`src/design/at_response_line_classifier_unit_assert.svh`:
```
// Assertion macros for the line classifier top level.
`ifndef AT_RESPONSE_LINE_CLASSIFIER_UNIT_ASSERT_SVH
`define AT_RESPONSE_LINE_CLASSIFIER_UNIT_ASSERT_SVH

// The condition implies the expectation in the same cycle.
`define ALRC_ASSERT_SAME(label, cond, expect_expr) \
   label: assert property (@(posedge clock) disable iff (reset) \
      (cond) |-> (expect_expr)) else $error("line classifier check failed");

// The condition implies the expectation in the next cycle.
`define ALRC_ASSERT_NEXT(label, cond, expect_expr) \
   label: assert property (@(posedge clock) disable iff (reset) \
      (cond) |=> (expect_expr)) else $error("line classifier check failed");

`endif

```
`src/design/alrc_pkg.sv`:
```
// ---------------------------------------------------------------------------
// Line classifier package
// Shared types, codes, match strings and helper functions.
// ---------------------------------------------------------------------------
package alrc_pkg;

   localparam int LINE_MAX    = 1024;
   localparam int TOPIC_MAX   = 64;
   localparam int PAYLOAD_MAX = 256;
   localparam int ADDR_W      = $clog2(LINE_MAX);

   // Result kinds.
   localparam logic [3:0] KIND_READ  = 4'd0;
   localparam logic [3:0] KIND_CHUNK = 4'd1;
   localparam logic [3:0] KIND_PLAIN = 4'd2;
   localparam logic [3:0] KIND_OK    = 4'd3;
   localparam logic [3:0] KIND_ERROR = 4'd4;
   localparam logic [3:0] KIND_FAIL  = 4'd5;
   localparam logic [3:0] KIND_BUSY  = 4'd6;
   localparam logic [3:0] KIND_MQTT  = 4'd7;
   localparam logic [3:0] KIND_DISC  = 4'd8;

   // Request types.
   localparam logic REQ_BYTE = 1'b0;
   localparam logic REQ_READ = 1'b1;

   // Characters.
   localparam logic [7:0] CH_NUL   = 8'h00;
   localparam logic [7:0] CH_TAB   = 8'h09;
   localparam logic [7:0] CH_LF    = 8'h0A;
   localparam logic [7:0] CH_CR    = 8'h0D;
   localparam logic [7:0] CH_SPACE = 8'h20;
   localparam logic [7:0] CH_QUOTE = 8'h22;
   localparam logic [7:0] CH_PLUS  = 8'h2B;
   localparam logic [7:0] CH_COMMA = 8'h2C;
   localparam logic [7:0] CH_MINUS = 8'h2D;
   localparam logic [7:0] CH_ZERO  = 8'h30;
   localparam logic [7:0] CH_NINE  = 8'h39;

   // Match strings, first character in the top byte.
   localparam logic [103:0] PAT_RECV = "+MQTTSUBRECV:";
   localparam logic [135:0] PAT_DISC = "+MQTTDISCONNECTED";
   localparam logic [15:0]  PAT_OK   = "OK";
   localparam logic [39:0]  PAT_ERR  = "ERROR";
   localparam logic [31:0]  PAT_FAIL = "FAIL";
   localparam logic [71:0]  PAT_BUSY = "busy p...";

   localparam logic [16:0] LEN_SAT = 17'd65535;

   typedef struct packed {
      logic                  req_type;
      logic [7:0]            rx_byte;
      logic [9:0]            read_index;
   } req_item_type;

   typedef struct packed {
      logic [3:0] line_kind;
      logic [9:0] line_len;
      logic [9:0] topic_start;
      logic [5:0] topic_size;
      logic [9:0] body_start;
      logic [7:0] payload_len;
      logic [7:0] read_data;
      logic       last;
   } rsp_item_type;

   typedef enum logic [2:0] {
      ST_IDLE,
      ST_DECODE,
      ST_CHUNK,
      ST_STEP,
      ST_LINE,
      ST_READ,
      ST_READ_OUT
   } ctrl_state_type;

   typedef enum logic [2:0] {
      PH_SEEK,
      PH_QUOTE1,
      PH_QUOTE2,
      PH_COMMA1,
      PH_NUMBER,
      PH_PAYLOAD
   } mqtt_phase_type;

   typedef enum logic [1:0] {
      PARSE_SPACE,
      PARSE_DIGITS,
      PARSE_DONE
   } parse_state_type;

   // Commands from controller to datapath.
   typedef struct packed {
      logic latch;
      logic chunk_load;
      logic restart;
      logic step;
      logic line_load;
      logic read_load;
   } alrc_cmd_type;

   // Status from datapath to controller.
   typedef struct packed {
      logic is_read;
      logic need_chunk;
      logic is_newline;
      logic out_free;
   } alrc_status_type;

   function automatic logic is_crlf(input logic [7:0] c);
      return (c == CH_CR) || (c == CH_LF);
   endfunction

   // Byte idx of a string of nbytes characters held in the low bits.
   function automatic logic [7:0] pat_byte(input logic [135:0] pat, input int nbytes,
                                           input int idx);
      return pat[8*(nbytes-1-idx) +: 8];
   endfunction

endpackage

```
`src/design/alrc_ctrl.sv`:
```
// ---------------------------------------------------------------------------
// Line classifier controller
// Sequences one request at a time and issues datapath commands.
// ---------------------------------------------------------------------------
module alrc_ctrl (
   input  logic                      clock,
   input  logic                      reset,
   input  logic                      req_valid,
   output logic                      req_ready,
   input  alrc_pkg::alrc_status_type status,
   output alrc_pkg::alrc_cmd_type    cmd,
   output alrc_pkg::ctrl_state_type  state
);

   alrc_pkg::ctrl_state_type state_ff;
   alrc_pkg::ctrl_state_type state_in;

   // State register.
   always_ff @(posedge clock) begin
      if (reset) begin
         state_ff <= alrc_pkg::ST_IDLE;
      end else begin
         state_ff <= state_in;
      end
   end

   // Next state and commands.
   always_comb begin
      state_in  = state_ff;
      cmd       = '0;
      req_ready = 1'b0;
      unique case (state_ff)
         alrc_pkg::ST_IDLE: begin
            req_ready = 1'b1;
            if (req_valid) begin
               cmd.latch = 1'b1;
               state_in  = alrc_pkg::ST_DECODE;
            end
         end
         alrc_pkg::ST_DECODE: begin
            if (status.is_read) begin
               state_in = alrc_pkg::ST_READ;
            end else if (status.need_chunk) begin
               state_in = alrc_pkg::ST_CHUNK;
            end else begin
               state_in = alrc_pkg::ST_STEP;
            end
         end
         alrc_pkg::ST_CHUNK: begin
            if (status.out_free) begin
               cmd.chunk_load = 1'b1;
               cmd.restart    = 1'b1;
               state_in       = alrc_pkg::ST_STEP;
            end
         end
         alrc_pkg::ST_STEP: begin
            cmd.step = 1'b1;
            state_in = status.is_newline ? alrc_pkg::ST_LINE : alrc_pkg::ST_IDLE;
         end
         alrc_pkg::ST_LINE: begin
            if (status.out_free) begin
               cmd.line_load = 1'b1;
               cmd.restart   = 1'b1;
               state_in      = alrc_pkg::ST_IDLE;
            end
         end
         alrc_pkg::ST_READ: begin
            state_in = alrc_pkg::ST_READ_OUT;
         end
         alrc_pkg::ST_READ_OUT: begin
            if (status.out_free) begin
               cmd.read_load = 1'b1;
               state_in      = alrc_pkg::ST_IDLE;
            end
         end
         default: begin
            state_in = alrc_pkg::ST_IDLE;
         end
      endcase
   end

   assign state = state_ff;

endmodule

```
`config.mk`:
```
export PLATFORM = sky130hd
export DESIGN_NAME = alrc_ctrl
export DESIGN_NICKNAME = d
export VERILOG_FILES = /design/src/design/at_response_line_classifier_unit_assert.svh /design/src/design/alrc_pkg.sv /design/src/design/alrc_ctrl.sv
export SDC_FILE = /design/constraint.sdc
export NUM_CORES = 1
export LEC_CHECK = 0
export ABC_AREA = 1
export BUFFER_PORTS_ARGS = -buffer_cell sky130_fd_sc_hd__buf_2
export CORE_AREA = 10 10 47 49
export DETAILED_ROUTE_END_ITERATION = 8
export DIE_AREA = 0 0 57 59
export SETUP_SLACK_MARGIN = 0.05
export SYNTH_ARGS = -nofsm -noshare
export SYNTH_HDL_FRONTEND = slang
export SYNTH_SLANG_ARGS = --single-unit
```
`constraint.sdc`:
```
create_clock -name clock -period 1 [get_ports clock]
set_input_delay 0.2 -clock clock [delete_from_list [all_inputs] [get_ports clock]]
set_output_delay 0.2 -clock clock [all_outputs]
set_load 0.03 [all_outputs]
```
==> flow_metrics.env, run 1 <==
export IMPL_status="finished, violations left"
export IMPL_violations="negative setup slack"
export IMPL_die_area_mm2=0.00336
export IMPL_antenna_left=0
export IMPL_gp_congestion=0.816
export IMPL_worst_slew_pin_slew_ns=0.371
export IMPL_syn_area_um2=249
export IMPL_cp_arrival_ns=1.11
export IMPL_die_x_um=57
export IMPL_critPathTopFamily="flip-flops"
export IMPL_powerDensity_mw_per_mm2=3380
export IMPL_rsz0062_at_grt="yes"
export IMPL_path_buf_inv=2
export IMPL_setup_tns_ns=-2.34
export IMPL_diodes=0
export IMPL_first_global_vias=440
export IMPL_placed_cells=84
export IMPL_fin_ws_ns=-0.314
export IMPL_ys_seq_area_share_pct=24.1
export IMPL_cts_buffers=3
export IMPL_syn_avg_cell_area_um2=5.66
export IMPL_grt_max_degree=7
export IMPL_slowest_stage="dfxtp_4"
export IMPL_drt_iter0_markers=1
export IMPL_fillers=143
export IMPL_use_met2_pct=11.8
export IMPL_h_tree_depth=1
export IMPL_die_y_um=59
export IMPL_grt_antenna_before_repair=0
export IMPL_worst_skew_pair_late_latency_ns=0.23
export IMPL_period_needed_ns=1.31
export IMPL_areaGrowthSynthToFinish_pct=179
export IMPL_core_mm2=0.00140
export IMPL_num_io_pins=17
export IMPL_path_max_fanout=4
export IMPL_grt_util_met1_pct=6.05
export IMPL_synth_net_count=51
export IMPL_critPathCaptureType="primary output"
export IMPL_io_buffers=16
export IMPL_crit_chain="inv_6, nor4_4, buf_6"
export IMPL_final_cells=95
export IMPL_finalClockSkew_ns=0.00309
export IMPL_setup_violations=13
export IMPL_final_max_slew_viol_count=0
export IMPL_final_nets=87
export IMPL_ys_types=13
export IMPL_start_util_pct=17.8
export IMPL_period_share_pct=131
export IMPL_hold_viol=0
export IMPL_r2r_slack_ns=-0.12
export IMPL_required_ns=0.80
export IMPL_cap_violations=0
export IMPL_wl_per_cell_um=12.1
export IMPL_crit_path_start_kind="flop"
export IMPL_power_total_uw=2350
export IMPL_top_usage_layer="met2"
export IMPL_stdcell_area_um2=694
export IMPL_relSlewSlack_pct=75.2
export IMPL_grt_use_met3_pct=4.08
export IMPL_clkTransAtPathRegs_ns=0.04
export IMPL_largest_reg_flops=3
export IMPL_wl_mm=1.15
export IMPL_grt_pass1_wl_mm=1.82
export IMPL_final_common_cell="buf_6"
export IMPL_yosysWarnings=0
export IMPL_num_vias=395
export IMPL_cp_slowest_stage_delay_ns=0.37
export IMPL_path_class="flop to primary output"
export IMPL_fmax_mhz=761
export IMPL_clock_sinks=3
export IMPL_rows=14
export IMPL_placed_cell_area_um2=492
export IMPL_clockBufferDepth=2
export IMPL_track_usage_pct=6.78
export IMPL_cts_tree="built"
export IMPL_drive_above_1_share_pct=78.5
export IMPL_gr_total_overflow=0
export IMPL_ctsHoldBuffers=0
export IMPL_dp_hpwl_um=809
export IMPL_hold_path_class="primary input to flop"
export IMPL_hold_slack_ns=0.223
export IMPL_peakVddDrop_mv=1.54
export IMPL_ctsRootBufferMaster="clkbuf_4"
export IMPL_route_detailed_drc=0
export IMPL_layout_common_cells="15 x buf_6, 10 x buf_4, 7 x nand2_1"
export IMPL_drtPass1Iterations=4
export IMPL_power_leakage_uw=0.000332
export IMPL_ys_ff_latch=3
export IMPL_synth_cells=44
export IMPL_avgViaCountPerCell=4.16
## cells by family after synthesis
| logic type | Yosys count | synth area share, % |
|---|---|---|
| flip-flops | 3 | 24.1 |
| AO/OA/AOI/OAI | 2 | 4.02 |
| buffers and inverters | 8 | 12.1 |
| AND/OR/NAND/NOR | 31 | 59.8 |
## cell usage after synthesis
master    n  area, µm²
a21oi_1   1       5.00
nor3_2    1       10.0
nor3b_1   1       7.51
inv_1     7       26.3
nand2_2   3       18.8
nor4_1    1       6.26
o21ai_0   1       5.00
nand2_1  11       41.3
dfxtp_1   3       60.1
nor2_2    3       18.8
inv_2     1       3.75
nand3_1   4       20.0
nor2_1    7       26.3
## area by class of cell
type                       count  area [µm²]  area share (%)
tap                           16        20.0            2.88
inverter                       8        42.5            6.13
clock buffer                   4        26.3            3.78
multi-input combinational     33         260            37.5
sequential                     3        71.3            10.3
timing repair buffer          31         274            39.5
## path summary, 6_finish.rpt
path                                              end                   from  cells past startpoint
worst max-delay path                           cmd[0]  state[2]$_SDFFE_PP0P_                      3
worst min-delay path            state[2]$_SDFFE_PP0P_                  reset                      4
worst max register to register  state[0]$_SDFFE_PP0P_  state[1]$_SDFFE_PP0P_                      7
worst min register to register  state[0]$_SDFFE_PP0P_  state[1]$_SDFFE_PP0P_                      3
## timing repair
item / CTS / global route
setup endpoints to repair: 13 / 13
buffers inserted: 5 / 3
gates resized for setup: 31 / 6
pin swaps: 7 / 4
hold endpoints to repair: 0 / 0
## through the flow
| step | worst slack, ns | utilization (%) |
|---|---|---|
| 2_1_floorplan | -0.147 | - |
| 3_3_place_gp | -0.134 | 35.1 |
| 3_5_place_dp | -0.153 | 35.1 |
| 4_1_cts | -0.316 | 46.6 |
| 5_1_grt | -0.368 | 49.6 |
| 6_report | -0.314 | 49.6 |
## per-layer routing
metal | vias to the layer above | wire [µm]
met5 | - | 0
met4 | 0 | 4
met3 | 2 | 98
met2 | 12 | 609
met1 | 174 | 433
li1 | 207 | -
## report_power, final
group | switching, µW | leakage, µW | internal [µW]
clock | 59.5 | 0.0000150 | 149
sequential | 142 | 0.0000267 | 202
combinational | 915 | 0.000291 | 879
total | 1120 | 0.000332 | 1230
## tightest hold or removal path, cell delays in order
cell,delay (ns)
buf_2,0.08
inv_1,0.05
nand2_1,0.06
inv_1,0.03
Power figures use the tool's default switching activity.
==> run 2: changes to the inputs <==
--- a/config.mk
+++ b/config.mk
@@ -8,6 +8,7 @@
 export ABC_AREA = 1
 export BUFFER_PORTS_ARGS = -buffer_cell sky130_fd_sc_hd__buf_2
 export CORE_AREA = 10 10 47 49
+export CTS_BUF_LIST = sky130_fd_sc_hd__clkbuf_8
 export DETAILED_ROUTE_END_ITERATION = 8
 export DIE_AREA = 0 0 57 59
 export SETUP_SLACK_MARGIN = 0.05
==> constraint.sdc (replaced) <==
create_clock -name clock -period 1 [get_ports clock]
set_input_delay 0.2 -clock clock [delete_from_list [all_inputs] [get_ports clock]]
set_output_delay 0.2 -clock clock [all_outputs]
set_load 0.01 [all_outputs]
==> flow_metrics.env, run 2 (synthesized netlist as in run 1, its figures left out) <==
export IMPL_final_cells=98
export IMPL_placed_cells=82
export IMPL_io_buffers=16
export IMPL_layout_common_cells="13 x buf_2, 12 x buf_4, 9 x buf_6"
export IMPL_avgViaCountPerCell=4.13
export IMPL_crit_path_start_kind="flop"
export IMPL_die_area_mm2=0.00336
export IMPL_worst_slew_pin_slew_ns=0.263
export IMPL_powerDensity_mw_per_mm2=3030
export IMPL_die_y_um=59
export IMPL_ctsRootBufferMaster="clkbuf_8"
export IMPL_largest_reg_flops=3
export IMPL_status="finished, violations left"
export IMPL_fin_ws_ns=-0.232
export IMPL_areaGrowthSynthToFinish_pct=177
export IMPL_violations="negative setup slack"
export IMPL_final_nets=90
export IMPL_worst_skew_pair_late_latency_ns=0.21
export IMPL_wl_per_cell_um=11.0
export IMPL_drt_iter0_markers=6
export IMPL_peakVddDrop_mv=1.44
export IMPL_route_detailed_drc=0
export IMPL_final_common_cell="buf_2"
export IMPL_setup_tns_ns=-1.74
export IMPL_grt_antenna_before_repair=0
export IMPL_clockBufferDepth=2
export IMPL_track_usage_pct=6.49
export IMPL_finalClockSkew_ns=0.00145
export IMPL_clock_sinks=3
export IMPL_h_tree_depth=1
export IMPL_gp_congestion=0.763
export IMPL_cts_tree="built"
export IMPL_first_global_vias=428
export IMPL_fmax_mhz=812
export IMPL_die_x_um=57
export IMPL_dp_hpwl_um=754
export IMPL_critPathCaptureType="primary output"
export IMPL_period_needed_ns=1.23
export IMPL_gr_total_overflow=0
export IMPL_clkTransAtPathRegs_ns=0.03
export IMPL_required_ns=0.80
export IMPL_rows=14
export IMPL_setup_violations=12
export IMPL_hold_viol=0
export IMPL_start_util_pct=17.8
export IMPL_path_class="flop to primary output"
export IMPL_final_max_slew_viol_count=0
export IMPL_relSlewSlack_pct=82.4
export IMPL_diodes=0
export IMPL_rsz0062_at_grt="yes"
export IMPL_grt_max_degree=7
export IMPL_drive_above_1_share_pct=80.5
export IMPL_wl_mm=1.08
export IMPL_cp_arrival_ns=1.03
export IMPL_cts_buffers=3
export IMPL_hold_slack_ns=0.248
export IMPL_core_mm2=0.00140
export IMPL_num_vias=405
export IMPL_drtPass1Iterations=4
export IMPL_hold_path_class="primary input to flop"
export IMPL_path_max_fanout=5
export IMPL_power_leakage_uw=0.000369
export IMPL_num_io_pins=17
export IMPL_period_share_pct=123
export IMPL_cap_violations=0
export IMPL_grt_pass1_wl_mm=1.78
export IMPL_antenna_left=0
-- run 2: cell types whose count changed in the layout (fill, tap and decap cells not counted), sizes merged --
cell / change
inv: +1
buf: +3
clkbuf: -1
-- run 2: worst paths after layout --
kind | startpoint | endpoint | slack [ns] | depth (start not counted)
max reg2reg | state[0]$_SDFFE_PP0P_ | state[2]$_SDFFE_PP0P_ | -0.16 | 9
min | reset | state[1]$_SDFFE_PP0P_ | 0.25 | 4
min reg2reg | state[1]$_SDFFE_PP0P_ | state[1]$_SDFFE_PP0P_ | 0.61 | 4
max | state[1]$_SDFFE_PP0P_ | cmd[0] | -0.23 | 3
-- run 2: area by class of cell --
cell class | count | area, µm²
Sequential cell | 3 | 71.3
Clock buffer | 3 | 41.3
Multi-Input combinational cell | 33 | 258
Tap cell | 16 | 20.0
Timing Repair Buffer | 34 | 256
Inverter | 8 | 40.0
Clock inverter | 1 | 3.75
Fill cell | 147 | 711
-- run 2: timing repair --
| action | CTS | global route |
|---|---|---|
| setup endpoints to repair | 11 | 13 |
| gates resized for setup | 22 | 11 |
| cloned | 0 | 0 |
| pin swaps | 9 | 12 |
| hold buffers | 0 | 0 |
| buffers inserted | 7 | 9 |
-- run 2: metrics by stage --
stage | worst slack (ns) | utilization [%] | power, µW | area, µm²
finish | -0.232 | 49.3 | 2090 | 691
detailed placement | -0.0366 | 30.8 | 1110 | 432
floorplan | 0.0493 | - | 765 | 287
global placement | -0.0319 | 30.8 | 1100 | 432
CTS | -0.243 | 43.3 | 1810 | 607
global route | -0.291 | 49.3 | 2250 | 691
-- run 2: metal layers --
layer  routed length, µm  vias to the layer above  GRT usage [%]  part of all wire, %
met5                   0                        -              0                    0
met4                   6                        0           3.02                 0.56
met3                 103                        2           3.65                  9.6
met2                 561                       14           11.5                   52
met1                 405                      177           5.95                   38
li1                    -                      212              -                    -
-- run 2: power breakdown --
part | total [µW] | internal, µW | switching [µW]
Sequential | 336 | 202 | 134
Clock | 331 | 260 | 70.8
Combinational | 1430 | 767 | 661
-- run 2: worst max-delay path, cell delays in order (launching register included) --
cell and delay, ns:
dfxtp_4 0.40, inv_4 0.06, nor4_4 0.20, buf_2 0.17
==> run 3: changes to the inputs <==
--- a/config.mk
+++ b/config.mk
@@ -8,9 +8,10 @@
 export ABC_AREA = 1
 export BUFFER_PORTS_ARGS = -buffer_cell sky130_fd_sc_hd__buf_2
 export CORE_AREA = 10 10 47 49
-export CTS_BUF_LIST = sky130_fd_sc_hd__clkbuf_8
+export CTS_BUF_LIST = sky130_fd_sc_hd__clkbuf_2
 export DETAILED_ROUTE_END_ITERATION = 8
 export DIE_AREA = 0 0 57 59
+export PLACE_DENSITY_LB_ADDON = 0.12
 export SETUP_SLACK_MARGIN = 0.05
 export SYNTH_ARGS = -nofsm -noshare
 export SYNTH_HDL_FRONTEND = slang
==> flow_metrics.env, run 3 (synthesized netlist as in run 1, its figures left out) <==
export IMPL_gr_total_overflow=0
export IMPL_worst_slew_pin_slew_ns=0.256
export IMPL_worst_skew_pair_late_latency_ns=0.20
export IMPL_r2r_end="state[1]$_SDFFE_PP0P_"
export IMPL_finalClockSkew_ns=0.00303
export IMPL_cp_arrival_ns=1.03
export IMPL_grt_max_degree=7
export IMPL_crit_end="cmd[0]"
export IMPL_hold_viol=0
export IMPL_r2r_slack_ns=-0.08
export IMPL_dp_hpwl_um=761
export IMPL_fillers=160
export IMPL_largest_reg_flops=3
export IMPL_clkTransAtPathRegs_ns=0.04
export IMPL_drtPass1Iterations=2
export IMPL_avgViaCountPerCell=4.01
export IMPL_final_max_slew_viol_count=0
export IMPL_power_leakage_uw=0.000323
export IMPL_track_usage_pct=5.75
export IMPL_io_buffers=16
export IMPL_dp_slack_ns=-0.0480
export IMPL_final_core_util_pct=42.8
export IMPL_antenna_left=0
export IMPL_route_detailed_drc=0
export IMPL_stdcell_area_um2=599
export IMPL_path_max_fanout=5
export IMPL_rr_worst_depth=8
export IMPL_grt_antenna_before_repair=0
export IMPL_ctsRootBufferMaster="clkbuf_2"
export IMPL_cts_tree="built"
export IMPL_first_global_vias=363
export IMPL_die_y_um=59
export IMPL_crit_path_start="state[2]$_SDFFE_PP0P_"
export IMPL_cp_slowest_stage_delay_ns=0.38
export IMPL_cts_buffers=3
export IMPL_wl_per_cell_um=11.1
export IMPL_diodes=0
export IMPL_slowest_stage="dfxtp_4"
export IMPL_violations="negative setup slack"
export IMPL_status="finished, violations left"
export IMPL_period_needed_ns=1.23
export IMPL_final_nets=83
export IMPL_placed_cell_area_um2=439
export IMPL_path_class="flop to primary output"
export IMPL_areaGrowthSynthToFinish_pct=141
export IMPL_layout_common_cells="11 x buf_2, 8 x buf_6, 8 x buf_4"
export IMPL_clock_sinks=3
export IMPL_rsz0062_at_grt="yes"
export IMPL_die_x_um=57
export IMPL_required_ns=0.80
export IMPL_powerDensity_mw_per_mm2=3010
export IMPL_core_mm2=0.00140
export IMPL_h_tree_depth=1
export IMPL_period_share_pct=123
export IMPL_crit_path_start_kind="flop"
export IMPL_crit_chain="inv_6, nor4_4, buf_2"
export IMPL_relSlewSlack_pct=82.9
export IMPL_cap_violations=0
export IMPL_start_util_pct=17.8
export IMPL_clockBufferDepth=2
export IMPL_rr_startpoint="state[0]$_SDFFE_PP0P_"
export IMPL_drive_above_1_share_pct=76.0
export IMPL_gp_congestion=0.718
export IMPL_fmax_mhz=813
export IMPL_rows=14
export IMPL_final_common_cell="buf_2"
export IMPL_die_area_mm2=0.00336
export IMPL_fin_ws_ns=-0.230
export IMPL_num_io_pins=17
export IMPL_ctsHoldBuffers=0
export IMPL_hold_path_class="primary input to flop"
export IMPL_drt_iter0_markers=1
export IMPL_grt_pass1_wl_mm=1.57
export IMPL_setup_violations=11
export IMPL_peakVddDrop_mv=1.43
export IMPL_hold_slack_ns=0.244
export IMPL_critPathCaptureType="primary output"
export IMPL_wl_mm=1.01
export IMPL_num_vias=365
## run 3: cell type report
type / instances / area (µm²) / area share, %
well taps: 16 / 20.0 / 3.34
clock buffers: 4 / 20.0 / 3.34
inverters: 8 / 37.5 / 6.26
repair buffers: 27 / 205 / 34.2
flip-flops and latches: 3 / 71.3 / 11.9
multi-input cells: 33 / 245 / 40.9
## run 3: report_power, final
part	internal [µW]	leakage, µW	switching [µW]
Sequential	201	0.0000267	129
Clock	106	0.0000166	62.6
Combinational	681	0.000280	622
Total	988	0.000323	814
## run 3: per-layer routing
metal | routed length, µm | part of all wire (%) | GRT usage, %
met1 | 403 | 40 | 6.43
met2 | 533 | 53 | 8.84
met3 | 72 | 7.1 | 2.15
met4 | 0 | 0 | 4.03
met5 | 0 | 0 | 0
## run 3: critical path, delay by kind of cell, from the launching register on
kind	cells	cell delay, ns
buffers and inverters	2	0.22
flip-flops	1	0.38
AND/OR/NAND/NOR	1	0.23
## run 3: what timing repair did
item                                    4_1_cts  5_1_grt
setup buffers                                 1        3
pin swaps                                     1        5
resized for setup                            14       16
endpoints found under the setup margin       13       13
hold endpoints to repair                      0        0
## run 3: how the worst min path moves through the flow
stage	from	end	slack [ns]	cells after the start
after floorplan	reset	state[2]$_SDFFE_PP0P_	0.36	3
after global placement	reset	state[2]$_SDFFE_PP0P_	0.47	4
after detailed placement	reset	state[2]$_SDFFE_PP0P_	0.47	4
after CTS	reset	state[2]$_SDFFE_PP0P_	0.23	4
after global routing	reset	state[2]$_SDFFE_PP0P_	0.26	4
final	reset	state[2]$_SDFFE_PP0P_	0.24	4
## run 3: per-stage QoR
step / instances / setup TNS [ns] / total power (µW)
finish: 91 / -1.72 / 1800
global route: 91 / -2.39 / 1960
CTS: 88 / -1.68 / 1530
detailed placement: 83 / -0.124 / 1140
global placement: 83 / -0.147 / 1150
floorplan: 44 / 0 / 765
