File: config.mk
export PLATFORM = sky130hd
export DESIGN_NAME = alrc_datapath
export DESIGN_NICKNAME = d
export VERILOG_FILES = /design/src/design/at_response_line_classifier_unit_assert.svh /design/src/design/alrc_pkg.sv /design/src/design/alrc_datapath.sv
export SDC_FILE = /design/constraint.sdc
export NUM_CORES = 1
export LEC_CHECK = 0
export ABC_CLOCK_PERIOD_IN_PS = 4900
export BUFFER_PORTS_ARGS = -buffer_cell sky130_fd_sc_hd__buf_2
export CAP_MARGIN = 25
export CORE_MARGIN = 8
export CORE_UTILIZATION = 30
export CTS_BUF_LIST = sky130_fd_sc_hd__clkbuf_2 sky130_fd_sc_hd__clkbuf_4 sky130_fd_sc_hd__clkbuf_8
export CTS_CLUSTER_SIZE = 12
export DETAILED_ROUTE_END_ITERATION = 7
export GPL_ROUTABILITY_DRIVEN = 0
export HOLD_SLACK_MARGIN = 0.06
export PLACE_DENSITY = 0.45
export SYNTH_ARGS = -nofsm -noshare
export SYNTH_HDL_FRONTEND = slang
export SYNTH_SLANG_ARGS = --single-unit
File: constraint.sdc
create_clock -name clock -period 4.9 [get_ports clock]
set_input_delay 1.47 -clock clock [delete_from_list [all_inputs] [get_ports clock]]
set_output_delay 1.47 -clock clock [all_outputs]
set_load 0.03 [all_outputs]
File: src/design/at_response_line_classifier_unit_assert.svh
// Assertion macros for the line classifier top level.
`ifndef AT_RESPONSE_LINE_CLASSIFIER_UNIT_ASSERT_SVH
`define AT_RESPONSE_LINE_CLASSIFIER_UNIT_ASSERT_SVH

// The condition implies the expectation in the same cycle.
`define ALRC_ASSERT_SAME(label, cond, expect_expr) \
   label: assert property (@(posedge clock) disable iff (reset) \
      (cond) |-> (expect_expr)) else $error("line classifier check failed");

// The condition implies the expectation in the next cycle.
`define ALRC_ASSERT_NEXT(label, cond, expect_expr) \
   label: assert property (@(posedge clock) disable iff (reset) \
      (cond) |=> (expect_expr)) else $error("line classifier check failed");

`endif

File: src/design/alrc_pkg.sv
// ---------------------------------------------------------------------------
// Line classifier package
// Shared types, codes, match strings and helper functions.
// ---------------------------------------------------------------------------
package alrc_pkg;

   localparam int LINE_MAX    = 1024;
   localparam int TOPIC_MAX   = 64;
   localparam int PAYLOAD_MAX = 256;
   localparam int ADDR_W      = $clog2(LINE_MAX);

   // Result kinds.
   localparam logic [3:0] KIND_READ  = 4'd0;
   localparam logic [3:0] KIND_CHUNK = 4'd1;
   localparam logic [3:0] KIND_PLAIN = 4'd2;
   localparam logic [3:0] KIND_OK    = 4'd3;
   localparam logic [3:0] KIND_ERROR = 4'd4;
   localparam logic [3:0] KIND_FAIL  = 4'd5;
   localparam logic [3:0] KIND_BUSY  = 4'd6;
   localparam logic [3:0] KIND_MQTT  = 4'd7;
   localparam logic [3:0] KIND_DISC  = 4'd8;

   // Request types.
   localparam logic REQ_BYTE = 1'b0;
   localparam logic REQ_READ = 1'b1;

   // Characters.
   localparam logic [7:0] CH_NUL   = 8'h00;
   localparam logic [7:0] CH_TAB   = 8'h09;
   localparam logic [7:0] CH_LF    = 8'h0A;
   localparam logic [7:0] CH_CR    = 8'h0D;
   localparam logic [7:0] CH_SPACE = 8'h20;
   localparam logic [7:0] CH_QUOTE = 8'h22;
   localparam logic [7:0] CH_PLUS  = 8'h2B;
   localparam logic [7:0] CH_COMMA = 8'h2C;
   localparam logic [7:0] CH_MINUS = 8'h2D;
   localparam logic [7:0] CH_ZERO  = 8'h30;
   localparam logic [7:0] CH_NINE  = 8'h39;

   // Match strings, first character in the top byte.
   localparam logic [103:0] PAT_RECV = "+MQTTSUBRECV:";
   localparam logic [135:0] PAT_DISC = "+MQTTDISCONNECTED";
   localparam logic [15:0]  PAT_OK   = "OK";
   localparam logic [39:0]  PAT_ERR  = "ERROR";
   localparam logic [31:0]  PAT_FAIL = "FAIL";
   localparam logic [71:0]  PAT_BUSY = "busy p...";

   localparam logic [16:0] LEN_SAT = 17'd65535;

   typedef struct packed {
      logic                  req_type;
      logic [7:0]            rx_byte;
      logic [9:0]            read_index;
   } req_item_type;

   typedef struct packed {
      logic [3:0] line_kind;
      logic [9:0] line_len;
      logic [9:0] topic_start;
      logic [5:0] topic_size;
      logic [9:0] body_start;
      logic [7:0] payload_len;
      logic [7:0] read_data;
      logic       last;
   } rsp_item_type;

   typedef enum logic [2:0] {
      ST_IDLE,
      ST_DECODE,
      ST_CHUNK,
      ST_STEP,
      ST_LINE,
      ST_READ,
      ST_READ_OUT
   } ctrl_state_type;

   typedef enum logic [2:0] {
      PH_SEEK,
      PH_QUOTE1,
      PH_QUOTE2,
      PH_COMMA1,
      PH_NUMBER,
      PH_PAYLOAD
   } mqtt_phase_type;

   typedef enum logic [1:0] {
      PARSE_SPACE,
      PARSE_DIGITS,
      PARSE_DONE
   } parse_state_type;

   // Commands from controller to datapath.
   typedef struct packed {
      logic latch;
      logic chunk_load;
      logic restart;
      logic step;
      logic line_load;
      logic read_load;
   } alrc_cmd_type;

   // Status from datapath to controller.
   typedef struct packed {
      logic is_read;
      logic need_chunk;
      logic is_newline;
      logic out_free;
   } alrc_status_type;

   function automatic logic is_crlf(input logic [7:0] c);
      return (c == CH_CR) || (c == CH_LF);
   endfunction

   // Byte idx of a string of nbytes characters held in the low bits.
   function automatic logic [7:0] pat_byte(input logic [135:0] pat, input int nbytes,
                                           input int idx);
      return pat[8*(nbytes-1-idx) +: 8];
   endfunction

endpackage

File: src/design/alrc_datapath.sv
// ---------------------------------------------------------------------------
// Line classifier datapath
// Line fill count, per-byte pattern trackers and the result register.
// ---------------------------------------------------------------------------
module alrc_datapath (
   input  logic                                clock,
   input  logic                                reset,
   input  alrc_pkg::req_item_type              req_data,
   input  alrc_pkg::alrc_cmd_type              cmd,
   output alrc_pkg::alrc_status_type           status,
   output logic                                rsp_valid,
   input  logic                                rsp_ready,
   output alrc_pkg::rsp_item_type              rsp_data,
   output logic                                wr_en,
   output logic [alrc_pkg::ADDR_W-1:0]         wr_addr,
   output logic [7:0]                          wr_data,
   output logic [alrc_pkg::ADDR_W-1:0]         rd_addr,
   input  logic [7:0]                          rd_data
);

   alrc_pkg::req_item_type req_ff, req_in;
   logic [9:0] fill_ff, fill_in;

   // MQTT message tracker.
   logic                      zseen_ff, zseen_in;
   alrc_pkg::mqtt_phase_type  phase_ff, phase_in;
   logic [3:0]                mcnt_ff, mcnt_in;
   logic [9:0]                t1_ff, t1_in, t2_ff, t2_in, c2_ff, c2_in, trim_ff, trim_in;
   alrc_pkg::parse_state_type parse_ff, parse_in;
   logic                      neg_ff, neg_in;
   logic [16:0]               mag_ff, mag_in;

   // Disconnect tracker.
   logic [4:0] dcnt_ff, dcnt_in;
   logic       disc_ff, disc_in;

   // Whole-line word trackers.
   logic       wstart_ff, wstart_in, wgap_ff, wgap_in;
   logic [1:0] okcnt_ff, okcnt_in;
   logic [2:0] errcnt_ff, errcnt_in, failcnt_ff, failcnt_in;
   logic       okbad_ff, okbad_in, errbad_ff, errbad_in, failbad_ff, failbad_in;

   // Line ending tracker.
   logic [71:0] bwin_ff, bwin_in;
   logic [3:0]  brun_ff, brun_in;
   logic        bbrk_ff, bbrk_in;

   // Result register.
   alrc_pkg::rsp_item_type out_ff, out_in;
   logic                   out_valid_ff, out_valid_in;

   logic [7:0]  c;
   logic [19:0] mag_next;
   logic        mqtt_hit, busy_hit;
   logic [9:0]  topic_raw;
   logic [3:0]  kind;

   assign c        = req_ff.rx_byte;
   assign mag_next = {mag_ff, 3'b000} + {2'b00, mag_ff, 1'b0} + {16'd0, c[3:0]};

   // Status toward the controller.
   assign status.is_read    = (req_ff.req_type == alrc_pkg::REQ_READ);
   assign status.need_chunk = (fill_ff >= 10'(alrc_pkg::LINE_MAX - 1));
   assign status.is_newline = (c == alrc_pkg::CH_LF);
   assign status.out_free   = !out_valid_ff || rsp_ready;

   // Store port.
   assign wr_en   = cmd.step;
   assign wr_addr = fill_ff;
   assign wr_data = c;
   assign rd_addr = req_ff.read_index;

   // Classification of the completed line.
   assign mqtt_hit  = (phase_ff == alrc_pkg::PH_PAYLOAD) && !(neg_ff && (mag_ff != '0)) &&
                      ({7'd0, trim_ff} >= mag_ff);
   assign busy_hit  = (brun_ff >= 4'd9) && (bwin_ff == alrc_pkg::PAT_BUSY);
   assign topic_raw = t2_ff - t1_ff - 10'd1;

   always_comb begin
      if (mqtt_hit) begin
         kind = alrc_pkg::KIND_MQTT;
      end else if (disc_ff) begin
         kind = alrc_pkg::KIND_DISC;
      end else if (!okbad_ff && okcnt_ff == 2'd2) begin
         kind = alrc_pkg::KIND_OK;
      end else if (!errbad_ff && errcnt_ff == 3'd5) begin
         kind = alrc_pkg::KIND_ERROR;
      end else if (!failbad_ff && failcnt_ff == 3'd4) begin
         kind = alrc_pkg::KIND_FAIL;
      end else if (busy_hit) begin
         kind = alrc_pkg::KIND_BUSY;
      end else begin
         kind = alrc_pkg::KIND_PLAIN;
      end
   end

   // Tracker and fill updates.
   always_comb begin
      req_in     = req_ff;
      fill_in    = fill_ff;
      zseen_in   = zseen_ff;
      phase_in   = phase_ff;
      mcnt_in    = mcnt_ff;
      t1_in      = t1_ff;
      t2_in      = t2_ff;
      c2_in      = c2_ff;
      trim_in    = trim_ff;
      parse_in   = parse_ff;
      neg_in     = neg_ff;
      mag_in     = mag_ff;
      dcnt_in    = dcnt_ff;
      disc_in    = disc_ff;
      wstart_in  = wstart_ff;
      wgap_in    = wgap_ff;
      okcnt_in   = okcnt_ff;
      errcnt_in  = errcnt_ff;
      failcnt_in = failcnt_ff;
      okbad_in   = okbad_ff;
      errbad_in  = errbad_ff;
      failbad_in = failbad_ff;
      bwin_in    = bwin_ff;
      brun_in    = brun_ff;
      bbrk_in    = bbrk_ff;

      if (cmd.latch) begin
         req_in = req_data;
      end

      if (cmd.step) begin
         fill_in = fill_ff + 10'd1;

         // Prefix-limited matching stops at the first zero byte.
         if (c == alrc_pkg::CH_NUL) begin
            zseen_in = 1'b1;
         end else if (!zseen_ff) begin
            case (phase_ff)
               alrc_pkg::PH_SEEK: begin
                  if (c == alrc_pkg::pat_byte(alrc_pkg::PAT_RECV, 13, int'(mcnt_ff))) begin
                     if (mcnt_ff == 4'd12) begin
                        phase_in = alrc_pkg::PH_QUOTE1;
                     end else begin
                        mcnt_in = mcnt_ff + 4'd1;
                     end
                  end else begin
                     mcnt_in = (c == alrc_pkg::CH_PLUS) ? 4'd1 : 4'd0;
                  end
               end
               alrc_pkg::PH_QUOTE1: begin
                  if (c == alrc_pkg::CH_QUOTE) begin
                     t1_in    = fill_ff;
                     phase_in = alrc_pkg::PH_QUOTE2;
                  end
               end
               alrc_pkg::PH_QUOTE2: begin
                  if (c == alrc_pkg::CH_QUOTE) begin
                     t2_in    = fill_ff;
                     phase_in = alrc_pkg::PH_COMMA1;
                  end
               end
               alrc_pkg::PH_COMMA1: begin
                  if (c == alrc_pkg::CH_COMMA) begin
                     phase_in = alrc_pkg::PH_NUMBER;
                     parse_in = alrc_pkg::PARSE_SPACE;
                     neg_in   = 1'b0;
                     mag_in   = '0;
                  end
               end
               alrc_pkg::PH_NUMBER: begin
                  // Length field, parsed like atoi.
                  case (parse_ff)
                     alrc_pkg::PARSE_SPACE: begin
                        if (c == alrc_pkg::CH_SPACE ||
                            (c >= alrc_pkg::CH_TAB && c <= alrc_pkg::CH_CR)) begin
                           parse_in = alrc_pkg::PARSE_SPACE;
                        end else if (c == alrc_pkg::CH_PLUS || c == alrc_pkg::CH_MINUS) begin
                           neg_in   = (c == alrc_pkg::CH_MINUS);
                           parse_in = alrc_pkg::PARSE_DIGITS;
                        end else if (c >= alrc_pkg::CH_ZERO && c <= alrc_pkg::CH_NINE) begin
                           mag_in   = {13'd0, c[3:0]};
                           parse_in = alrc_pkg::PARSE_DIGITS;
                        end else begin
                           parse_in = alrc_pkg::PARSE_DONE;
                        end
                     end
                     alrc_pkg::PARSE_DIGITS: begin
                        if (c >= alrc_pkg::CH_ZERO && c <= alrc_pkg::CH_NINE) begin
                           mag_in = (mag_next > {3'd0, alrc_pkg::LEN_SAT}) ?
                                    alrc_pkg::LEN_SAT : mag_next[16:0];
                        end else begin
                           parse_in = alrc_pkg::PARSE_DONE;
                        end
                     end
                     default: begin
                        parse_in = alrc_pkg::PARSE_DONE;
                     end
                  endcase
                  if (c == alrc_pkg::CH_COMMA) begin
                     c2_in    = fill_ff;
                     trim_in  = '0;
                     phase_in = alrc_pkg::PH_PAYLOAD;
                  end
               end
               default: begin
                  // Payload bytes up to the last one that is not CR or LF.
                  if (!alrc_pkg::is_crlf(c)) begin
                     trim_in = fill_ff - c2_ff;
                  end
               end
            endcase

            // Disconnect notice anywhere before the first zero byte.
            if (!disc_ff) begin
               if (c == alrc_pkg::pat_byte(alrc_pkg::PAT_DISC, 17, int'(dcnt_ff))) begin
                  if (dcnt_ff == 5'd16) begin
                     disc_in = 1'b1;
                  end else begin
                     dcnt_in = dcnt_ff + 5'd1;
                  end
               end else begin
                  dcnt_in = (c == alrc_pkg::CH_PLUS) ? 5'd1 : 5'd0;
               end
            end
         end

         // Whole-line words with CR and LF trimmed at both ends.
         if (alrc_pkg::is_crlf(c)) begin
            if (wstart_ff) begin
               wgap_in = 1'b1;
            end
         end else begin
            wstart_in = 1'b1;
            if (!wgap_ff && okcnt_ff < 2'd2 &&
                c == alrc_pkg::pat_byte(alrc_pkg::PAT_OK, 2, int'(okcnt_ff))) begin
               okcnt_in = okcnt_ff + 2'd1;
            end else begin
               okbad_in = 1'b1;
            end
            if (!wgap_ff && errcnt_ff < 3'd5 &&
                c == alrc_pkg::pat_byte(alrc_pkg::PAT_ERR, 5, int'(errcnt_ff))) begin
               errcnt_in = errcnt_ff + 3'd1;
            end else begin
               errbad_in = 1'b1;
            end
            if (!wgap_ff && failcnt_ff < 3'd4 &&
                c == alrc_pkg::pat_byte(alrc_pkg::PAT_FAIL, 4, int'(failcnt_ff))) begin
               failcnt_in = failcnt_ff + 3'd1;
            end else begin
               failbad_in = 1'b1;
            end
         end

         // Last run of bytes before trailing CR and LF.
         if (alrc_pkg::is_crlf(c)) begin
            bbrk_in = 1'b1;
         end else begin
            bwin_in = {bwin_ff[63:0], c};
            bbrk_in = 1'b0;
            if (bbrk_ff) begin
               brun_in = 4'd1;
            end else if (brun_ff < 4'd9) begin
               brun_in = brun_ff + 4'd1;
            end
         end
      end

      if (cmd.restart) begin
         fill_in    = '0;
         zseen_in   = 1'b0;
         phase_in   = alrc_pkg::PH_SEEK;
         mcnt_in    = '0;
         dcnt_in    = '0;
         disc_in    = 1'b0;
         wstart_in  = 1'b0;
         wgap_in    = 1'b0;
         okcnt_in   = '0;
         errcnt_in  = '0;
         failcnt_in = '0;
         okbad_in   = 1'b0;
         errbad_in  = 1'b0;
         failbad_in = 1'b0;
         brun_in    = '0;
         bbrk_in    = 1'b0;
      end
   end

   // Result register loading.
   always_comb begin
      out_in       = out_ff;
      out_valid_in = out_valid_ff && !rsp_ready;
      if (cmd.chunk_load) begin
         out_in           = '0;
         out_in.line_kind = alrc_pkg::KIND_CHUNK;
         out_in.line_len  = fill_ff;
         out_in.last      = (c != alrc_pkg::CH_LF);
         out_valid_in     = 1'b1;
      end else if (cmd.line_load) begin
         out_in           = '0;
         out_in.line_kind = kind;
         out_in.line_len  = fill_ff;
         out_in.last      = 1'b1;
         if (mqtt_hit) begin
            out_in.topic_start = t1_ff + 10'd1;
            out_in.topic_size  = (topic_raw > 10'(alrc_pkg::TOPIC_MAX - 1)) ?
                                 6'(alrc_pkg::TOPIC_MAX - 1) : topic_raw[5:0];
            out_in.body_start  = c2_ff + 10'd1;
            out_in.payload_len = (mag_ff > 17'(alrc_pkg::PAYLOAD_MAX - 1)) ?
                                 8'(alrc_pkg::PAYLOAD_MAX - 1) : mag_ff[7:0];
         end
         out_valid_in = 1'b1;
      end else if (cmd.read_load) begin
         out_in           = '0;
         out_in.line_kind = alrc_pkg::KIND_READ;
         out_in.read_data = rd_data;
         out_in.last      = 1'b1;
         out_valid_in     = 1'b1;
      end
   end

   // Control registers.
   always_ff @(posedge clock) begin
      if (reset) begin
         fill_ff      <= '0;
         zseen_ff     <= 1'b0;
         phase_ff     <= alrc_pkg::PH_SEEK;
         mcnt_ff      <= '0;
         parse_ff     <= alrc_pkg::PARSE_DONE;
         dcnt_ff      <= '0;
         disc_ff      <= 1'b0;
         wstart_ff    <= 1'b0;
         wgap_ff      <= 1'b0;
         okcnt_ff     <= '0;
         errcnt_ff    <= '0;
         failcnt_ff   <= '0;
         okbad_ff     <= 1'b0;
         errbad_ff    <= 1'b0;
         failbad_ff   <= 1'b0;
         brun_ff      <= '0;
         bbrk_ff      <= 1'b0;
         out_valid_ff <= 1'b0;
      end else begin
         fill_ff      <= fill_in;
         zseen_ff     <= zseen_in;
         phase_ff     <= phase_in;
         mcnt_ff      <= mcnt_in;
         parse_ff     <= parse_in;
         dcnt_ff      <= dcnt_in;
         disc_ff      <= disc_in;
         wstart_ff    <= wstart_in;
         wgap_ff      <= wgap_in;
         okcnt_ff     <= okcnt_in;
         errcnt_ff    <= errcnt_in;
         failcnt_ff   <= failcnt_in;
         okbad_ff     <= okbad_in;
         errbad_ff    <= errbad_in;
         failbad_ff   <= failbad_in;
         brun_ff      <= brun_in;
         bbrk_ff      <= bbrk_in;
         out_valid_ff <= out_valid_in;
      end
   end

   // Payload registers.
   always_ff @(posedge clock) begin
      req_ff  <= req_in;
      t1_ff   <= t1_in;
      t2_ff   <= t2_in;
      c2_ff   <= c2_in;
      trim_ff <= trim_in;
      neg_ff  <= neg_in;
      mag_ff  <= mag_in;
      bwin_ff <= bwin_in;
      out_ff  <= out_in;
   end

   assign rsp_valid = out_valid_ff;
   assign rsp_data  = out_ff;

endmodule

==> impl_metrics.py <==
metrics = {
    "pwr": {
        "vdd_ir_drop_max_mv": 0.1699,
        "post-layout-total-power_mw": 4.501,
        "power_density_nw_per_um2": 293.2,
        "leakagePower_nw": 6.025,
    },
    "synthesis": {
        "synthTopCellsByCount": "edfxtp_1, nor2_1, dfxtp_1",
        "synth_area_leaders": "edfxtp_1, dfxtp_1, ha_1",
        "async_reset_ff_share_pct": 0,
        "synth_edf_count": 160,
        "ys.flop_type": "edfxtp_1",
        "synth_most_common_cell": "edfxtp_1",
        "syn_area_sq_um": 13250,
        "synth_top_area_share_pct": 36.27,
        "yosys_register_bits": 251,
        "synth_area_leader_cell": "edfxtp_1",
        "yosys_warnings": 0,
        "synth_fp_nets": 1388,
        "postSynthAreaPerCell_sq_um": 10.44,
        "synthCells": 1269,
        "ys_seq_area_share_pct": 50.03,
        "yosysUniqueCellTypes": 90,
    },
    "sta": {
        "setup_viol": 0,
        "slew_viol_final": 0,
        "fin_crit_sh_pct": 84.21,
        "slew_headroom_pct": 34.91,
        "rsz0062_at_grt": "false",
        "skew_ns": 0.01118,
        "hold_viol": 0,
        "finalSetupTns_ns": 0,
        "layout_setup_ws_ns": 0.7738,
        "fmax_mhz": 242.4,
        "tightest_slew_ns": 0.9727,
        "layout_min_cycle_time_ns": 4.126,
    },
    "global_route": {
        "grt_max_degree": 44,
        "antenna_found_initial": 1,
        "overflow": 0,
        "grt_usage_pct": 13.00,
        "grt_pass1_vias": 9722,
        "grt_pass1_wl_um": 53610,
    },
    "clock_network": {
        "cts_root_buf": "clkbuf_8",
        "clock_path_buffers": 3,
        "cts_tree": "built",
        "post_cts_buffers": 0,
        "post_cts_resize_count": 0,
        "ctsHtreeMaxLevel": 2,
        "cts_buffers": 44,
        "worst_skew_pair.late_latency_ns": 0.56,
        "clkTransAtPathRegs_ns": 0.06,
        "cts.sinks": 251,
        "postCtsHoldBufs": 0,
    },
    "routing": {
        "drtAntennaViolNets": 0,
        "drt_wl_total_um": 33290,
        "wl_per_cell_um": 16.42,
        "firstDrtPassIters": 5,
        "via_per_inst": 4.822,
        "drc": 0,
        "drt_iter0_drc": 442,
        "vias": 9774,
    },
    "outcome": {
        "status": "complete, no violations",
    },
    "setup_path": {
        "crit_chain": "nor4_1 > nand2_1 > nor3_1 > buf_2",
        "worst-path-max-fanout": 9,
        "end_kind": "output port",
        "path_class": "flip-flop to output port",
        "required_ns": 3.43,
        "arrival_ns": 2.66,
        "crit_slowest_cell": "edfxtp_1",
        "start_kind": "flip-flop",
        "critPathMaxStageDelay_ns": 0.54,
    },
    "floorplan": {
        "core-area_sq_um": 43930,
        "rows": 77,
        "die_w_um": 226.1,
        "initial_core_util_pct": 30.15,
        "fp.dieH_um": 226.1,
        "design.portCount": 127,
        "dieArea_sq_um": 51130,
    },
    "place": {
        "io_buffers": 126,
        "dpl.hpwl_um": 24130,
        "dp_slack_ns": 0.8409,
        "dp.cells": 1945,
    },
    "min_path": {
        "hold_class": "flip-flop to flip-flop",
    },
    "finish": {
        "drive_gt1_share_pct": 18.62,
        "final_util_pct": 34.95,
        "final_cells": 2027,
        "nets": 1518,
        "area_growth_pct": 15.93,
    },
    "job": {
        "maxCapViolCount": 0,
    },
}
-- stage by stage --
stage                     area (sq um)  hold WS, ns
after CTS                        15350       0.4347
after floorplan                  13250       0.4166
after global placement           14470       0.4237
after detailed placement         14470       0.4252
after global routing             15350       0.4530
final                            15350       0.4416
-- final cells by class --
| cell class | count | area, sq um |
|---|---|---|
| clock buffer | 54 | 705.7 |
| timing repair buffer | 141 | 743.2 |
| fill | 4472 | 28580 |
| sequential | 251 | 6626 |
| multi-input combinational | 882 | 6061 |
| antenna | 1 | 2.502 |
| clock inverter | 27 | 178.9 |
| inverter | 79 | 296.5 |
| tap | 592 | 740.7 |
-- per-layer routing --
layer	part of all wire (%)	vias up	wire [um]	GRT usage, %
li1	-	4922	-	-
met2	47	170	15810	22.06
met1	46	4638	15270	16.62
met4	2.2	0	726	3.958
met3	4.5	44	1494	2.441
met5	0	-	0	0
-- kinds of logic after synthesis --
| logic type | synth area share (%) |
|---|---|
| xor gates and xnor gates | 3.835 |
| muxes | 1.445 |
| DFF | 50.03 |
| AOI/OAI and AO/OA | 14.66 |
| and+or+nand+nor | 17.70 |
| buffers and inverters | 4.232 |
| adders and majority gates | 8.067 |
| other | 0.02831 |
-- where the power goes --
part	switching (mW)	internal, mW
sequential	0.0224	2.27
combinational	0.176	0.0832
clock	0.888	1.06
-- cells in the final DEF, fill, tap and decap left out, drive strengths merged, types with 10 or more instances in the layout --
master,synthesis,final
o211ai,13,13
xnor2,38,38
mux2i,18,18
nand3,29,29
o21a,13,13
a211oi,12,12
nor2,131,131
nand4,13,13
edfxtp,160,160
clkbuf,39,54
a21oi,67,67
xor2,20,20
nor3,30,30
a31oi,10,10
a21o,16,16
ha,79,79
or3,10,10
nor4b,10,10
dfxtp,91,91
nor2b,18,18
nand2,88,88
nand2b,16,16
nor4,18,18
o21ai,79,79
clkinv,0,22
inv,79,80
and2,11,11
nor3b,10,10
buf,18,141
-- critical path, delay by kind of cell, from the launching register on --
kind / cells / cell delay [ns]
AND/OR/NAND/NOR: 3 / 1.24
buffers and inverters: 1 / 0.31
flip-flops: 1 / 0.54
-- path summary, 6_finish.rpt --
kind | start | endpoint | slack [ns] | cells after the start
min | bwin_ff[52] | bwin_ff[60] | 0.44 | 0
max | wr_data[7] | status[1] | 0.77 | 4
min reg2reg | bwin_ff[52] | bwin_ff[60] | 0.44 | 0
max reg2reg | mag_ff[0] | mag_ff[1] | 0.86 | 12
-- flip-flops by register name, summed over array words and instances, names as in the netlist, 2 cells and up --
name,flops
brun_ff,4
bwin_ff,72
c2_ff,10
dcnt_ff,5
errcnt_ff,3
failcnt_ff,3
mag_ff,17
mcnt_ff,4
okcnt_ff,2
parse_ff,2
phase_ff,3
rd_addr,10
rsp_data,57
t1_ff,10
t2_ff,10
trim_ff,10
wr_addr,10
wr_data,8
Note: power is estimated with default switching activity, not from simulation.
